`config.mk`:
```
export PLATFORM = sky130hd
export DESIGN_NAME = hfgi_cmdq
export DESIGN_NICKNAME = d
export VERILOG_FILES = /design/src/rtl/hfgi_pkg.sv /design/src/rtl/hfgi_cmdq.sv
export SDC_FILE = /design/constraint.sdc
export NUM_CORES = 1
export LEC_CHECK = 0
export ABC_AREA = 0
export ABC_CLOCK_PERIOD_IN_PS = 3100
export BUFFER_PORTS_ARGS = -buffer_cell sky130_fd_sc_hd__buf_2
export CORE_MARGIN = 2
export CORE_UTILIZATION = 35
export DETAILED_ROUTE_END_ITERATION = 6
export REMOVE_ABC_BUFFERS = 1
export SYNTH_ARGS = -nofsm -noshare
export SYNTH_HDL_FRONTEND = slang
export SYNTH_SLANG_ARGS = --single-unit
```
`constraint.sdc`:
```
create_clock -name clk -period 3.1 [get_ports clk]
set_clock_uncertainty 0.2 [all_clocks]
set_input_delay 0.31 -clock clk [delete_from_list [all_inputs] [get_ports clk]]
set_output_delay 0.31 -clock clk [all_outputs]
set_load 0.005 [all_outputs]
```
`src/rtl/hfgi_pkg.sv`:
```
`default_nettype none
// ----------------------------------------------------------------------------
// hfgi_pkg: shared types and constants for the FM gain init unit
// Item structs, command format between front and back, back FSM states and
// the saturating add used on gain sums.
// ----------------------------------------------------------------------------
package hfgi_pkg;

  localparam int NUM_VERTICES = 1024;
  localparam int GAIN_BITS    = 32;
  localparam int SUM_W        = GAIN_BITS + 1;
  localparam int ADDR_W       = $clog2(NUM_VERTICES);
  localparam int VTX_W        = 10;
  localparam int WGT_W        = 16;
  localparam int OUT_W        = 32;
  localparam int CNT_W        = 11;
  localparam int CQ_DEPTH     = 2;
  localparam int CQ_PTR_W     = $clog2(CQ_DEPTH);

  localparam logic [CNT_W-1:0] COUNT_MAX = '1;

  localparam logic [1:0] FUNC_CLEAR = 2'd0;
  localparam logic [1:0] FUNC_PIN   = 2'd1;
  localparam logic [1:0] FUNC_READ  = 2'd2;

  typedef enum logic [1:0] {
    OP_CLEAR,
    OP_PIN,
    OP_READ
  } cmd_op_t;

  typedef enum logic [2:0] {
    BK_CLEAR,
    BK_IDLE,
    BK_READ,
    BK_PIN,
    BK_FA_WR,
    BK_FB_RD,
    BK_FB_WR
  } back_state_t;

  typedef struct packed {
    logic [1:0]       func;
    logic [VTX_W-1:0] vertex;
    logic             side;
    logic [WGT_W-1:0] edge_weight;
    logic             edge_cut;
    logic             last_pin;
  } in_item_t;

  typedef struct packed {
    logic [OUT_W-1:0] free_gain;
    logic [OUT_W-1:0] internal_weight;
    logic             on_boundary;
    logic [CNT_W-1:0] boundary_count;
  } out_item_t;

  // one classified item; fa/fb are the free-gain targets of a closing edge
  typedef struct packed {
    cmd_op_t          op;
    logic [VTX_W-1:0] vertex;
    logic             in_range;
    logic [WGT_W-1:0] weight;
    logic             cut;
    logic             fa_en;
    logic [VTX_W-1:0] fa_v;
    logic             fb_en;
    logic [VTX_W-1:0] fb_v;
  } cmd_t;

  function automatic logic [GAIN_BITS-1:0] sat_add(input logic [GAIN_BITS-1:0] a,
                                                   input logic [WGT_W-1:0] w);
    logic [SUM_W-1:0] s;
    s = {1'b0, a} + SUM_W'(w);
    return s[GAIN_BITS] ? {GAIN_BITS{1'b1}} : s[GAIN_BITS-1:0];
  endfunction

  function automatic logic in_range(input logic [VTX_W-1:0] v);
    return 32'(v) < NUM_VERTICES;
  endfunction

endpackage
`default_nettype wire

```
`src/rtl/hfgi_cmdq.sv`:
```
`default_nettype none
// ----------------------------------------------------------------------------
// hfgi_cmdq: command queue between front and back
// Small FIFO of classified commands, lets either side stall on its own.
// ----------------------------------------------------------------------------
module hfgi_cmdq (
  input  wire logic           clk,
  input  wire logic           rst_n,
  input  wire logic           push,
  input  wire hfgi_pkg::cmd_t push_data,
  output logic                full,
  input  wire logic           pop,
  output logic                empty,
  output hfgi_pkg::cmd_t      head
);

  hfgi_pkg::cmd_t                slot_r [hfgi_pkg::CQ_DEPTH];
  logic [hfgi_pkg::CQ_PTR_W-1:0] wr_ptr_r, wr_ptr_nxt, rd_ptr_r, rd_ptr_nxt;
  logic [hfgi_pkg::CQ_PTR_W:0]   cnt_r, cnt_nxt;
  logic                          do_push, do_pop;

  assign full    = cnt_r == (hfgi_pkg::CQ_PTR_W + 1)'(hfgi_pkg::CQ_DEPTH);
  assign empty   = cnt_r == '0;
  assign head    = slot_r[rd_ptr_r];
  assign do_push = push & ~full;
  assign do_pop  = pop & ~empty;

  always_comb begin
    wr_ptr_nxt = wr_ptr_r;
    rd_ptr_nxt = rd_ptr_r;
    cnt_nxt    = cnt_r;
    if (do_push) begin
      wr_ptr_nxt = (wr_ptr_r == hfgi_pkg::CQ_PTR_W'(hfgi_pkg::CQ_DEPTH - 1)) ?
                   '0 : wr_ptr_r + 1'b1;
    end
    if (do_pop) begin
      rd_ptr_nxt = (rd_ptr_r == hfgi_pkg::CQ_PTR_W'(hfgi_pkg::CQ_DEPTH - 1)) ?
                   '0 : rd_ptr_r + 1'b1;
    end
    if (do_push && !do_pop) cnt_nxt = cnt_r + 1'b1;
    else if (!do_push && do_pop) cnt_nxt = cnt_r - 1'b1;
  end

  always_ff @(posedge clk) begin
    if (!rst_n) begin
      wr_ptr_r <= '0;
      rd_ptr_r <= '0;
      cnt_r    <= '0;
    end else begin
      wr_ptr_r <= wr_ptr_nxt;
      rd_ptr_r <= rd_ptr_nxt;
      cnt_r    <= cnt_nxt;
    end
  end

  always_ff @(posedge clk) begin
    if (do_push) slot_r[wr_ptr_r] <= push_data;
  end

endmodule
`default_nettype wire

```
=== Yosys cells after proc, flatten, opt, wreduce, memory -nomap -nowiden ===
Memory sizes are Yosys's and may differ from the RTL's. A register that Yosys moved wholly into a read port is not among the register bits.
Cells that the tools add are included.

* Add/sub/neg operators: 4
* Equality and inequality tests: 1
* Multiplexer cells: 8
* Bitwise logic cells: 4
* Reduce and logical (&&, ||, !) cells: 6

{| class="wikitable"
|+ Operators by type and width
! kind !! count
|-
| two-way mux 1 bit || 6
|-
| two-way mux 2 bit || 2
|-
| adder 1 bit (second input constant) || 2
|-
| adder 2 x 1 -> 2 bit (second input constant) || 1
|-
| AND 1 bit || 2
|-
| == test 2 bit (second input constant) || 1
|-
| logical AND 1 bit || 2
|-
| logical NOT 1 bit || 2
|-
| logical NOT 2 bit || 1
|-
| NOT 1 bit || 2
|-
| nonzero test 2 bit || 1
|-
| subtractor 2 x 1 -> 2 bit (second input constant) || 1
|}

* Bits in registers: 4
* RAM bits: 104
* Input bits: 56
* Output and inout bits: 54
* Logic and storage cells: 27
* Memories: 1

{| class="wikitable"
|+ Memories
! name !! words !! width !! rd ports !! clocked after Yosys merged registers in !! write ports !! line !! text
|-
| slot_r || 2 || 52 || 1 || 1 || 1 || hfgi_cmdq.sv:17 || <nowiki>hfgi_pkg::cmd_t slot_r [hfgi_pkg::CQ_DEPTH];</nowiki>
|}

=== Logic depth before layout (Yosys ltp) ===
* Depth in word-level cells: 7
* Mapped depth: 7
* Mapped depth without buffers: 7

=== Worst setup path before layout ===
No wires, ideal clock.

* Path kind: register -> register
* From: register cnt_r[0] (netlist name)
* To: memory slot_r[0][0] (netlist name) (enable)
* Setup time: 0.454 ns
* Arrival: 2.630 ns
* Required time: 2.446 ns
* Path slack: -0.184 ns
* Cell stages (with the launch flop): 4
* Buffers on the path: 0
* Period minus slack after synthesis: 3.284 ns
* Cell sequence: dfxtp_1 nand2b_1 inv_2 nor3_2

* Word-level cells in the longest chain between the ends: 5

{| class="wikitable"
|+ Ends and longest elaborated chain
! item !! line !! text
|-
| start, declared || hfgi_cmdq.sv:19 || <nowiki>logic [hfgi_pkg::CQ_PTR_W:0] cnt_r, cnt_nxt;</nowiki>
|-
| start signal, assigned || hfgi_cmdq.sv:52 || <nowiki>cnt_r <= cnt_nxt;</nowiki>
|-
| == test 2 bit || hfgi_cmdq.sv:22 || <nowiki>assign full = cnt_r == (hfgi_pkg::CQ_PTR_W + 1)'(hfgi_pkg::CQ_DEPTH);</nowiki>
|-
| named net full || hfgi_cmdq.sv:11 || <nowiki>output logic full,</nowiki>
|-
| NOT 1 bit || hfgi_cmdq.sv:25 || <nowiki>assign do_push = push & ~full;</nowiki>
|-
| AND 1 bit || hfgi_cmdq.sv:25 ||
|-
| two-way mux 1 bit || hfgi_cmdq.sv:57 || <nowiki>if (do_push) slot_r[wr_ptr_r] <= push_data;</nowiki>
|-
| two-way mux 1 bit (implied by the code) || hfgi_cmdq.sv:57 ||
|-
| end, declared || hfgi_cmdq.sv:17 ||
|}

The timed path passes the listed nets, and every way through them passes these cells.

==> flow_summary.ini <==
[critical_path]
cp_max_fo = 24
endpoint_kind = primary output
cp_data_arrival_time_ns = 1.73
crit_type = reg -> out
setup.worst_path.start_class = flop
crit_required_ns = 2.59

[synth]
synth.area.mux_share = 0.147
ys_seq_elements = 109
syn-cell-area_um2 = 3990
synth-edff-count = 104
synth.largest_area_cell = edfxtp_1
yosys.area_share.adder = 0.00314
synth_flop_cell = edfxtp_1
yosys.area_share.simple = 0.0138
ys_warn_count = 0
synth_commonest_cells = edfxtp_1, mux2_2, buf_4, dfxtp_1, and2_1
yosysSeqAreaShare = 0.809
avgSynthCellArea_um2 = 21.3
synthCells = 187
yosys-top-cells-area = edfxtp_1, mux2_2, dfxtp_1
ys_types = 21
synth_compound_area_frac = 0.00816
synth_xor_area_frac = 0.00659
synth_top_family_by_area = multiplexers
synthDominantCellAreaShare = 0.784
async_reset_ff_frac = 0
yosysMostFrequentCell = edfxtp_1

[cts]
cts_made_buffers = 9
worstSkewPairLatency_ns = 0.34
cts_hold_buf = 52
cts_max_level = 3
cts_tree = yes
clk_root_buffer_cell = clkbuf_16
cts_resized = 0
cts.clk_slew.worst_paths_ns = 0.07
cts_buffer_depth = 2
clock_sinks = 109
post_cts_buffers = 0

[pwr]
switchingPower_uw = 975
clkPwrFrac = 0.280
ir_drop_mv = 0.367
power_frac_seq = 0.481
p_sw_frac = 0.244
p_per_area_nw_per_um2 = 721
p_leak_uw = 0.00209
comb_power_share = 0.239
internal_power_uw = 3020

[drt]
drtPass1Iterations = 4
ant_nets = 0
via_per_inst = 4.46
routedWlPerCell_um = 14.0
drt-total-wl_mm = 7.07
drtIter0Drc = 45
via_count = 2242
route.detailed.drc = 0

[place]
gp_congestion = 0.682
hpwlAfterDp_mm = 4.52
dpl.cell_count = 435
place_ws_ns = 1.06
port_buffers = 109

[die]
ioPinCount = 110
initial_utilization = 0.363
die_h_um = 111
coreArea_um2 = 11000
num_rows = 38
die_w_um = 111
die-area_um2 = 12300

[grt]
antenna_found_initial = 0
grt_max_degree = 44
gr-total-overflow = 0
grt_pass1_vias = 2413
grt_use_total = 0.117
grt_first_pass_wirelength_mm = 11.2

[timing]
grt_setup_unrepaired = no
hold_viol = 0
maxSlewViolCount = 0
period_share = 0.724
fin_setup_tns_ns = 0
worst_slew_margin_rel = 0.591
finalWorstSetupSlack_ns = 0.857
fmax_mhz = 446
tightest_slew_ns = 0.611
fin_crit_ns = 2.24
finalSetupViolations = 0

[layout]
final_nets = 415
fillers = 949
syn2layout_area_growth_pct = 39.0
fin_cells = 503
diodes = 0
drive_gt1_frac = 0.507

[run_status]
status = completed

[worst_hold_path]
hold_class = in -> reg

[flow_run]
max_cap_viol_count = 0
worst max-delay path, cell delays in order (launching register included):
cell	delay (ns)
dfxtp_2	0.49
buf_4	0.38
mux2_2	0.39
buf_2	0.13
state kept, by name, indices dropped and copies added, names as in the netlist, named ones only:
register and count:
wr_ptr_r 1, rd_ptr_r 1, slot_r 104, cnt_r 2
cells in the final DEF (no fill, tap or decap):
cell / instances
a21boi_0: 1
a21boi_1: 1
and2_1: 3
and3_2: 1
buf_12: 1
buf_2: 109
buf_4: 4
bufinv_16: 1
clkbuf_1: 2
clkbuf_16: 9
clkbuf_8: 1
clkinv_2: 2
clkinv_4: 1
dfxtp_1: 4
dfxtp_2: 1
dlygate4sd3_1: 52
edfxtp_1: 104
ha_1: 1
inv_1: 1
inv_2: 1
mux2_2: 52
nand2b_1: 1
nor2_1: 2
nor3_4: 1
o21a_1: 1
o21ai_0: 1
o21ai_1: 1
or3_1: 1
xnor2_1: 2
xor2_1: 1
path summary, 6_finish.rpt:
check / cells past startpoint / end / slack [ns] / from
setup reg to reg: 4 / slot_r[0][36] / 1.07 / cnt_r[0]
setup / recovery: 3 / head[30] / 0.86 / flop
hold reg to reg: 2 / cnt_r[1] / 0.34 / cnt_r[1]
hold / removal: 2 / wr_ptr_r / 0.03 / rst_n
per-stage QoR:
stage          hold WS [ns]  cell area [um2]  power (uW)   util
2_1_floorplan         0.209             3940        2470      -
3_3_place_gp          0.299             4720        2870  0.430
3_5_place_dp          0.302             4720        2890  0.430
4_1_cts              0.0198             5540        4070  0.504
5_1_grt              0.0518             5540        4190  0.504
6_report             0.0260             5540        3990  0.504
area by class of cell:
cell class,count,area [um2],area share
flip-flops and latches,109,3220,0.582
repair buffers,166,1120,0.202
multi-input cells,70,719,0.130
clock buffers,12,246,0.0445
well taps,140,175,0.0316
clock inverters,4,48.8,0.00881
inverters,2,7.51,0.00136
routing by layer:
metal | up-vias | part of all wire | GRT usage
li1 | 1075 | - | -
met1 | 1087 | 0.41 | 0.129
met2 | 69 | 0.51 | 0.206
met3 | 11 | 0.056 | 0.0306
met4 | 0 | 0.021 | 0.0625
met5 | - | 0 | 0
logic make-up after synthesis:
family,Yosys count
AO/OA/AOI/OAI,5
XOR/XNOR,3
adder cells (fa/ha/maj),1
buffers and inverters,8
flip-flops,109
multiplexers,52
AND/OR/NAND/NOR,9
power groups by stage:
stage               clock [uW]  combinational, uW  sequential, uW
floorplan                    0                480            1990
global placement             0                924            1950
detailed placement           0                928            1960
CTS                       1160                985            1930
global route              1200               1050            1940
finish                    1120                954            1920
(Power assumes the default switching activity.)
