## config.mk

```make
export PLATFORM = sky130hd
export DESIGN_NAME = hfgi_front
export DESIGN_NICKNAME = d
export VERILOG_FILES = /design/src/rtl/hfgi_pkg.sv /design/src/rtl/hfgi_front.sv
export SDC_FILE = /design/constraint.sdc
export NUM_CORES = 1
export LEC_CHECK = 0
export ABC_CLOCK_PERIOD_IN_PS = 2400
export BUFFER_PORTS_ARGS = -buffer_cell sky130_fd_sc_hd__buf_2
export CAP_MARGIN = 25
export CORE_ASPECT_RATIO = 0.75
export CORE_MARGIN = 5
export CORE_UTILIZATION = 45
export CTS_CLUSTER_SIZE = 20
export DETAILED_ROUTE_END_ITERATION = 8
export GPL_TIMING_DRIVEN = 0
export PLACE_DENSITY = 0.91
export SYNTH_ARGS = -nofsm -noshare
export SYNTH_HDL_FRONTEND = slang
export SYNTH_SLANG_ARGS = --single-unit
```

## constraint.sdc

```tcl
create_clock -name clk -period 2.4 [get_ports clk]
set_clock_uncertainty 0.2 [all_clocks]
set_input_delay 0.24 -clock clk [delete_from_list [all_inputs] [get_ports clk]]
set_output_delay 0.24 -clock clk [all_outputs]
set_load 0.02 [all_outputs]
```

## src/rtl/hfgi_pkg.sv

```systemverilog
`default_nettype none
// ----------------------------------------------------------------------------
// hfgi_pkg: shared types and constants for the FM gain init unit
// Item structs, command format between front and back, back FSM states and
// the saturating add used on gain sums.
// ----------------------------------------------------------------------------
package hfgi_pkg;

  localparam int NUM_VERTICES = 1024;
  localparam int GAIN_BITS    = 32;
  localparam int SUM_W        = GAIN_BITS + 1;
  localparam int ADDR_W       = $clog2(NUM_VERTICES);
  localparam int VTX_W        = 10;
  localparam int WGT_W        = 16;
  localparam int OUT_W        = 32;
  localparam int CNT_W        = 11;
  localparam int CQ_DEPTH     = 2;
  localparam int CQ_PTR_W     = $clog2(CQ_DEPTH);

  localparam logic [CNT_W-1:0] COUNT_MAX = '1;

  localparam logic [1:0] FUNC_CLEAR = 2'd0;
  localparam logic [1:0] FUNC_PIN   = 2'd1;
  localparam logic [1:0] FUNC_READ  = 2'd2;

  typedef enum logic [1:0] {
    OP_CLEAR,
    OP_PIN,
    OP_READ
  } cmd_op_t;

  typedef enum logic [2:0] {
    BK_CLEAR,
    BK_IDLE,
    BK_READ,
    BK_PIN,
    BK_FA_WR,
    BK_FB_RD,
    BK_FB_WR
  } back_state_t;

  typedef struct packed {
    logic [1:0]       func;
    logic [VTX_W-1:0] vertex;
    logic             side;
    logic [WGT_W-1:0] edge_weight;
    logic             edge_cut;
    logic             last_pin;
  } in_item_t;

  typedef struct packed {
    logic [OUT_W-1:0] free_gain;
    logic [OUT_W-1:0] internal_weight;
    logic             on_boundary;
    logic [CNT_W-1:0] boundary_count;
  } out_item_t;

  // one classified item; fa/fb are the free-gain targets of a closing edge
  typedef struct packed {
    cmd_op_t          op;
    logic [VTX_W-1:0] vertex;
    logic             in_range;
    logic [WGT_W-1:0] weight;
    logic             cut;
    logic             fa_en;
    logic [VTX_W-1:0] fa_v;
    logic             fb_en;
    logic [VTX_W-1:0] fb_v;
  } cmd_t;

  function automatic logic [GAIN_BITS-1:0] sat_add(input logic [GAIN_BITS-1:0] a,
                                                   input logic [WGT_W-1:0] w);
    logic [SUM_W-1:0] s;
    s = {1'b0, a} + SUM_W'(w);
    return s[GAIN_BITS] ? {GAIN_BITS{1'b1}} : s[GAIN_BITS-1:0];
  endfunction

  function automatic logic in_range(input logic [VTX_W-1:0] v);
    return 32'(v) < NUM_VERTICES;
  endfunction

endpackage
`default_nettype wire

```

## src/rtl/hfgi_front.sv

```systemverilog
`default_nettype none
// ----------------------------------------------------------------------------
// hfgi_front: input side of the gain init unit
// Accepts items, drops unused function codes, tracks the per-side pin counts
// of the current hyperedge and resolves the free-gain targets at its last pin.
// ----------------------------------------------------------------------------
module hfgi_front (
  input  wire logic              clk,
  input  wire logic              rst_n,
  input  wire logic              in_push,
  output logic                   in_full,
  input  wire hfgi_pkg::in_item_t in_data,
  input  wire logic              q_full,
  input  wire logic              clearing,
  output logic                   q_push,
  output hfgi_pkg::cmd_t         q_cmd
);

  logic [1:0]                 cnt0_r, cnt0_nxt, cnt1_r, cnt1_nxt;
  logic [hfgi_pkg::VTX_W-1:0] vtx0_r, vtx0_nxt, vtx1_r, vtx1_nxt;
  logic [1:0]                 pc0, pc1;
  logic [hfgi_pkg::VTX_W-1:0] pv0, pv1;
  logic                       acc;

  assign in_full = q_full | clearing;
  assign acc     = in_push & ~in_full;

  always_comb begin
    // counts as they stand after this pin
    pc0 = cnt0_r;
    pc1 = cnt1_r;
    pv0 = vtx0_r;
    pv1 = vtx1_r;
    if (!in_data.side) begin
      if (cnt0_r == 2'd0) pv0 = in_data.vertex;
      if (cnt0_r != 2'd2) pc0 = cnt0_r + 2'd1;
    end else begin
      if (cnt1_r == 2'd0) pv1 = in_data.vertex;
      if (cnt1_r != 2'd2) pc1 = cnt1_r + 2'd1;
    end

    cnt0_nxt = cnt0_r;
    cnt1_nxt = cnt1_r;
    vtx0_nxt = vtx0_r;
    vtx1_nxt = vtx1_r;
    q_push   = 1'b0;

    q_cmd.op       = hfgi_pkg::OP_PIN;
    q_cmd.vertex   = in_data.vertex;
    q_cmd.in_range = hfgi_pkg::in_range(in_data.vertex);
    q_cmd.weight   = in_data.edge_weight;
    q_cmd.cut      = in_data.edge_cut;
    q_cmd.fa_en    = in_data.last_pin && in_data.edge_cut && pc0 == 2'd1 &&
                     hfgi_pkg::in_range(pv0);
    q_cmd.fa_v     = pv0;
    q_cmd.fb_en    = in_data.last_pin && in_data.edge_cut && pc1 == 2'd1 &&
                     hfgi_pkg::in_range(pv1);
    q_cmd.fb_v     = pv1;

    case (in_data.func)
      hfgi_pkg::FUNC_CLEAR: begin
        q_cmd.op = hfgi_pkg::OP_CLEAR;
        q_push   = acc;
        if (acc) begin
          cnt0_nxt = '0;
          cnt1_nxt = '0;
          vtx0_nxt = '0;
          vtx1_nxt = '0;
        end
      end
      hfgi_pkg::FUNC_PIN: begin
        q_push = acc;
        if (acc) begin
          if (in_data.last_pin) begin
            cnt0_nxt = '0;
            cnt1_nxt = '0;
            vtx0_nxt = '0;
            vtx1_nxt = '0;
          end else begin
            cnt0_nxt = pc0;
            cnt1_nxt = pc1;
            vtx0_nxt = pv0;
            vtx1_nxt = pv1;
          end
        end
      end
      hfgi_pkg::FUNC_READ: begin
        q_cmd.op = hfgi_pkg::OP_READ;
        q_push   = acc;
      end
      default: begin
        // unused code: taken and dropped
      end
    endcase
  end

  always_ff @(posedge clk) begin
    if (!rst_n) begin
      cnt0_r <= '0;
      cnt1_r <= '0;
      vtx0_r <= '0;
      vtx1_r <= '0;
    end else begin
      cnt0_r <= cnt0_nxt;
      cnt1_r <= cnt1_nxt;
      vtx0_r <= vtx0_nxt;
      vtx1_r <= vtx1_nxt;
    end
  end

endmodule
`default_nettype wire

```

-- Word-level counts from Yosys, hierarchy flattened
Index checks and enable logic that the tools add are counted.
- $add $sub $neg: 2
- $mul: 0
- div/mod/pow operators: 0
- order comparisons: 0
- eq/ne operators: 8
- shifts and indexed selects: 0
- mux-type cells: 24
- bitwise gates (word level): 3
- reduce and logical (&&, ||, !) cells: 9
- operators by type and width (operator ; count):
    10-bit 2-to-1 mux ; 9
    10-bit one-hot mux with 2 select lines ; 2
    2-bit 2-to-1 mux ; 9
    2-bit one-hot mux with 2 select lines ; 3
    2-bit != test, second input constant ; 4
    2-bit by 1-bit equality test with 1-bit output, second input constant ; 3
    2-bit zero test ; 3
    2-bit by 1-bit adder with 2-bit output, second input constant ; 2
    1-bit logical AND ; 3
    3-bit AND reduction ; 1
    3-bit OR reduction ; 1
    2-bit equality test, second input constant ; 1
    2-bit nonzero test ; 1
    1-bit bitwise AND ; 1
    1-bit 2-to-1 mux ; 1
    1-bit NOT ; 1
    1-bit OR ; 1
- flip-flop bits (word level): 24
- bits in latches: 0
- RAM bits: 0
- memory bits (read-only): 0
- input bits: 36
- output and inout bits: 54
- logic and storage cells: 50
- memories kept: 0

-- Depth between registers and ports, before layout
- depth after elaboration: 6
- gate-level depth with buffers: 8
- gate-level depth less buffers: 6

-- Worst setup path after synthesis
No wires, ideal clock.
- path type: reg2reg
- start: register cnt0_r[0]
- end: register vtx0_r[0] (netlist name)
- setup time: 0.116 ns
- arrival time: 1.354 ns
- required time: 2.084 ns
- setup slack: 0.730 ns
- cell stages (with the launch flop): 9
- buffers on the path: 2
- clock period less this slack: 1.670 ns
- cell sequence: dfxtp_1 -> inv_1 -> ha_1 -> nor2b_1 -> buf_4 -> o21ai_1 -> and2_1 -> buf_6 -> a22o_4
- cells in the longest elaborated chain, start to end: 6
- RTL lines (what ; RTL line ; RTL):
    start: declaration ; hfgi_front.sv:19 ; logic [1:0] cnt0_r, cnt0_nxt, cnt1_r, cnt1_nxt;
    start signal: assignment ; hfgi_front.sv:104 ; cnt0_r <= cnt0_nxt;
    2-bit zero test ; hfgi_front.sv:35 ; if (cnt0_r == 2'd0) pv0 = in_data.vertex;
    10-bit 2-to-1 mux ; hfgi_front.sv:35 ;
    10-bit 2-to-1 mux ; hfgi_front.sv:34 ; if (!in_data.side) begin
    10-bit 2-to-1 mux ; hfgi_front.sv:74 ; if (in_data.last_pin) begin
    10-bit 2-to-1 mux ; hfgi_front.sv:73 ; if (acc) begin
    10-bit one-hot mux with 2 select lines ; hfgi_front.sv:60 ; case (in_data.func)
    end signal: assignment ; hfgi_front.sv:106 ; vtx0_r <= vtx0_nxt;
    end: declaration ; hfgi_front.sv:20 ; logic [hfgi_pkg::VTX_W-1:0] vtx0_r, vtx0_nxt, vtx1_r, vtx1_nxt;
No other way between the ends. The select of a mux whose other input is x is not followed.
A chain may end at the register's enable or synchronous reset.

==> run metrics <==
Final Total Pwr=988 uW; Max Fclk=464 MHz; clock latency on the worst-skew pair=0.26 ns; via count=1,369; Post-CTS Setup Bufs=0; RD Place Congestion=0.806; post-layout min period=2.15 ns; Crit. End Element=output port; drt total wl=3550 um; Top FF cell, synth=dfxtp_1; setup_tns=0 ns; R2R Setup Slk=0.47 ns; most frequent cells in the layout=73 x buf_2, 30 x buf_4, 24 x dfxtp_1, 17 x mux2_2, 14 x nand2_1; Post-synth EDFFs=0; Core ar.=0.00324 mm2; Power Density=504 mW/mm2; MaxCap Viol Count=0; GRT Total Usage=15.3%; synth-to-layout area growth=32.1%; CP Class=flop to output port; RSZ-0062 raised after global routing=no; Resized cells post-CTS=0; Worst-path clk slew=0.09 ns; Vert. Die Dim=59.8 um; Syn Area/Cell=9.46 um2; Nets=273; CTS tree=built; Mapped Nets=197; input/output buffers=71; die area=0.00456 mm2; layout cells sized above 1=56.9%; CTS Hold Bufs=0; I/O Pins=90; H-tree depth=1; Iter 0 DRT Violations=71; CP Cell Sequence=inv_1, ha_1, nand2_1, mux2_2, buf_2; Vias/cell=5.03; outcome=complete, no violations; total grt overflow=0; slowest stage delay, CP=0.38 ns; Leak=0.000988 uW; initial antenna violation count=0; Worst Hold Class=input pin to flop; TritonCTS Buffers=3; Unique masters post-synth=31; post-detailed-route count of antenna-violating nets=0; DRC Markers=0; Design Area, Final=0.00196 mm2; CP max stage cell=mux2_2; largest net degree at the start of global routing=15; Detailed Place HPWL=2860 um; clk buf depth=2; final count of pins violating max slew=0; drt wl/cell=13.1 um; commonest non-fill, non-tap cell in the layout=buf_2; final hold vios=0; TritonCTS Sinks=24; sequential fraction of the synthesis area=32.4%; IR drop worst, VDD=0.000369 V; Initial DRT Pass Iterations=6; Max Fanout on Critical Path=9; fin crit share=89.7%; cells after synthesis=157; die extent in x=76.3 um; Final setup viols=0; vias in the first global route=1,314; netlist area before placement=0.00149 mm2; register bit total from synthesis=24; root buffer cell=clkbuf_8; Initial Util=45.8%; diode count=0; CP Data Arrival Time=1.71 ns; async set-or-reset flop fraction in the synthesized netlist=0%; CP required=1.96 ns; Synthesis Warnings=0; row cnt=18; Startpoint Class=flop; placed instance area=0.00189 mm2; first-pass GRT wire length=5800 um
[stage by stage]
stage / std cells / utilization [%] / worst slack, ns / hold WS [ns]
after floorplan: 157 / - / 0.730 / 0.155
after global placement: 268 / 58.3 / 0.527 / 0.243
after detailed placement: 268 / 58.3 / 0.488 / 0.256
after CTS: 272 / 60.5 / 0.224 / 0.0190
after global routing: 272 / 60.5 / 0.128 / 0.0268
final: 272 / 60.5 / 0.247 / 0.0256
[where the power goes]
part / leakage, uW / internal [uW] / switching [uW] / total (uW)
combinational: 0.000759 / 102 / 134 / 236
clock: 0.0000357 / 223 / 129 / 352
sequential: 0.000193 / 399 / 0.775 / 400
total: 0.000988 / 724 / 264 / 988
[logic make-up (layout without fill, tap and decap cells)]
logic type      count (synthesis)  in the layout  share of synthesized area (%)
simple gates                   38             38                           14.9
other cells                     1              1                          0.252
flops                          24             24                           32.4
compound gates                 32             32                           17.1
mux                            17             17                           12.9
buf+inv                        41            116                           19.1
fa+ha+maj                       4              4                           3.37
[per-layer routing]
layer	vias up	global-route usage, %	share of wire [%]
met1	639	19.0	42
met4	0	3.74	0.82
met3	2	4.67	8.2
li1	674	-	-
met5	-	0	0
met2	54	26.2	49
[Yosys cell counts (all sizes together), types with 2 or more instances]
cell	n	area (um2)
ha	4	50.1
clkbuf	2	7.51
a21boi	2	15.0
mux2	17	191
nand2	14	52.6
and3	2	12.5
o21ai	10	50.0
a22o	13	123
inv	5	18.8
and2	4	27.5
buf	34	258
dfxtp	24	480
nor2b	4	25.0
o32ai	2	17.5
nand3	7	35.0
a32o	4	40.0
[worst max-delay path: cells and delay by family (launching register included)]
| kind | cells | cell delay (ns) |
|---|---|---|
| fa+ha+maj | 1 | 0.19 |
| buf+inv | 2 | 0.23 |
| flops | 1 | 0.34 |
| mux | 1 | 0.38 |
| simple gates | 1 | 0.31 |
[registers in the layout, summed over array words and instances (netlist names)]
signal	cells
cnt0_r	2
vtx1_r	10
vtx0_r	10
cnt1_r	2
[final cells by class]
cell class | instances | area (um2)
Buffer | 36 | 265
Clock buffer | 3 | 41.3
Clock inverter | 1 | 30.0
Fill cell | 290 | 1280
Inverter | 5 | 18.8
Multi-Input combinational cell | 92 | 721
Sequential cell | 24 | 480
Tap cell | 40 | 50.0
Timing Repair Buffer | 71 | 355
[final timing paths]
| kind | endpoint | depth (start not counted) | start |
|---|---|---|---|
| hold / removal | vtx1_r[2]$_SDFFE_PN0P_ | 2 | in_data[21] |
| setup / recovery | q_cmd[7] | 5 | cnt1_r[0]$_SDFFE_PN0P_ |
| hold reg to reg | vtx1_r[8]$_SDFFE_PN0P_ | 1 | vtx1_r[8]$_SDFFE_PN0P_ |
| setup reg to reg | vtx1_r[7]$_SDFFE_PN0P_ | 6 | cnt1_r[0]$_SDFFE_PN0P_ |
Power figures use the tool's default switching activity.
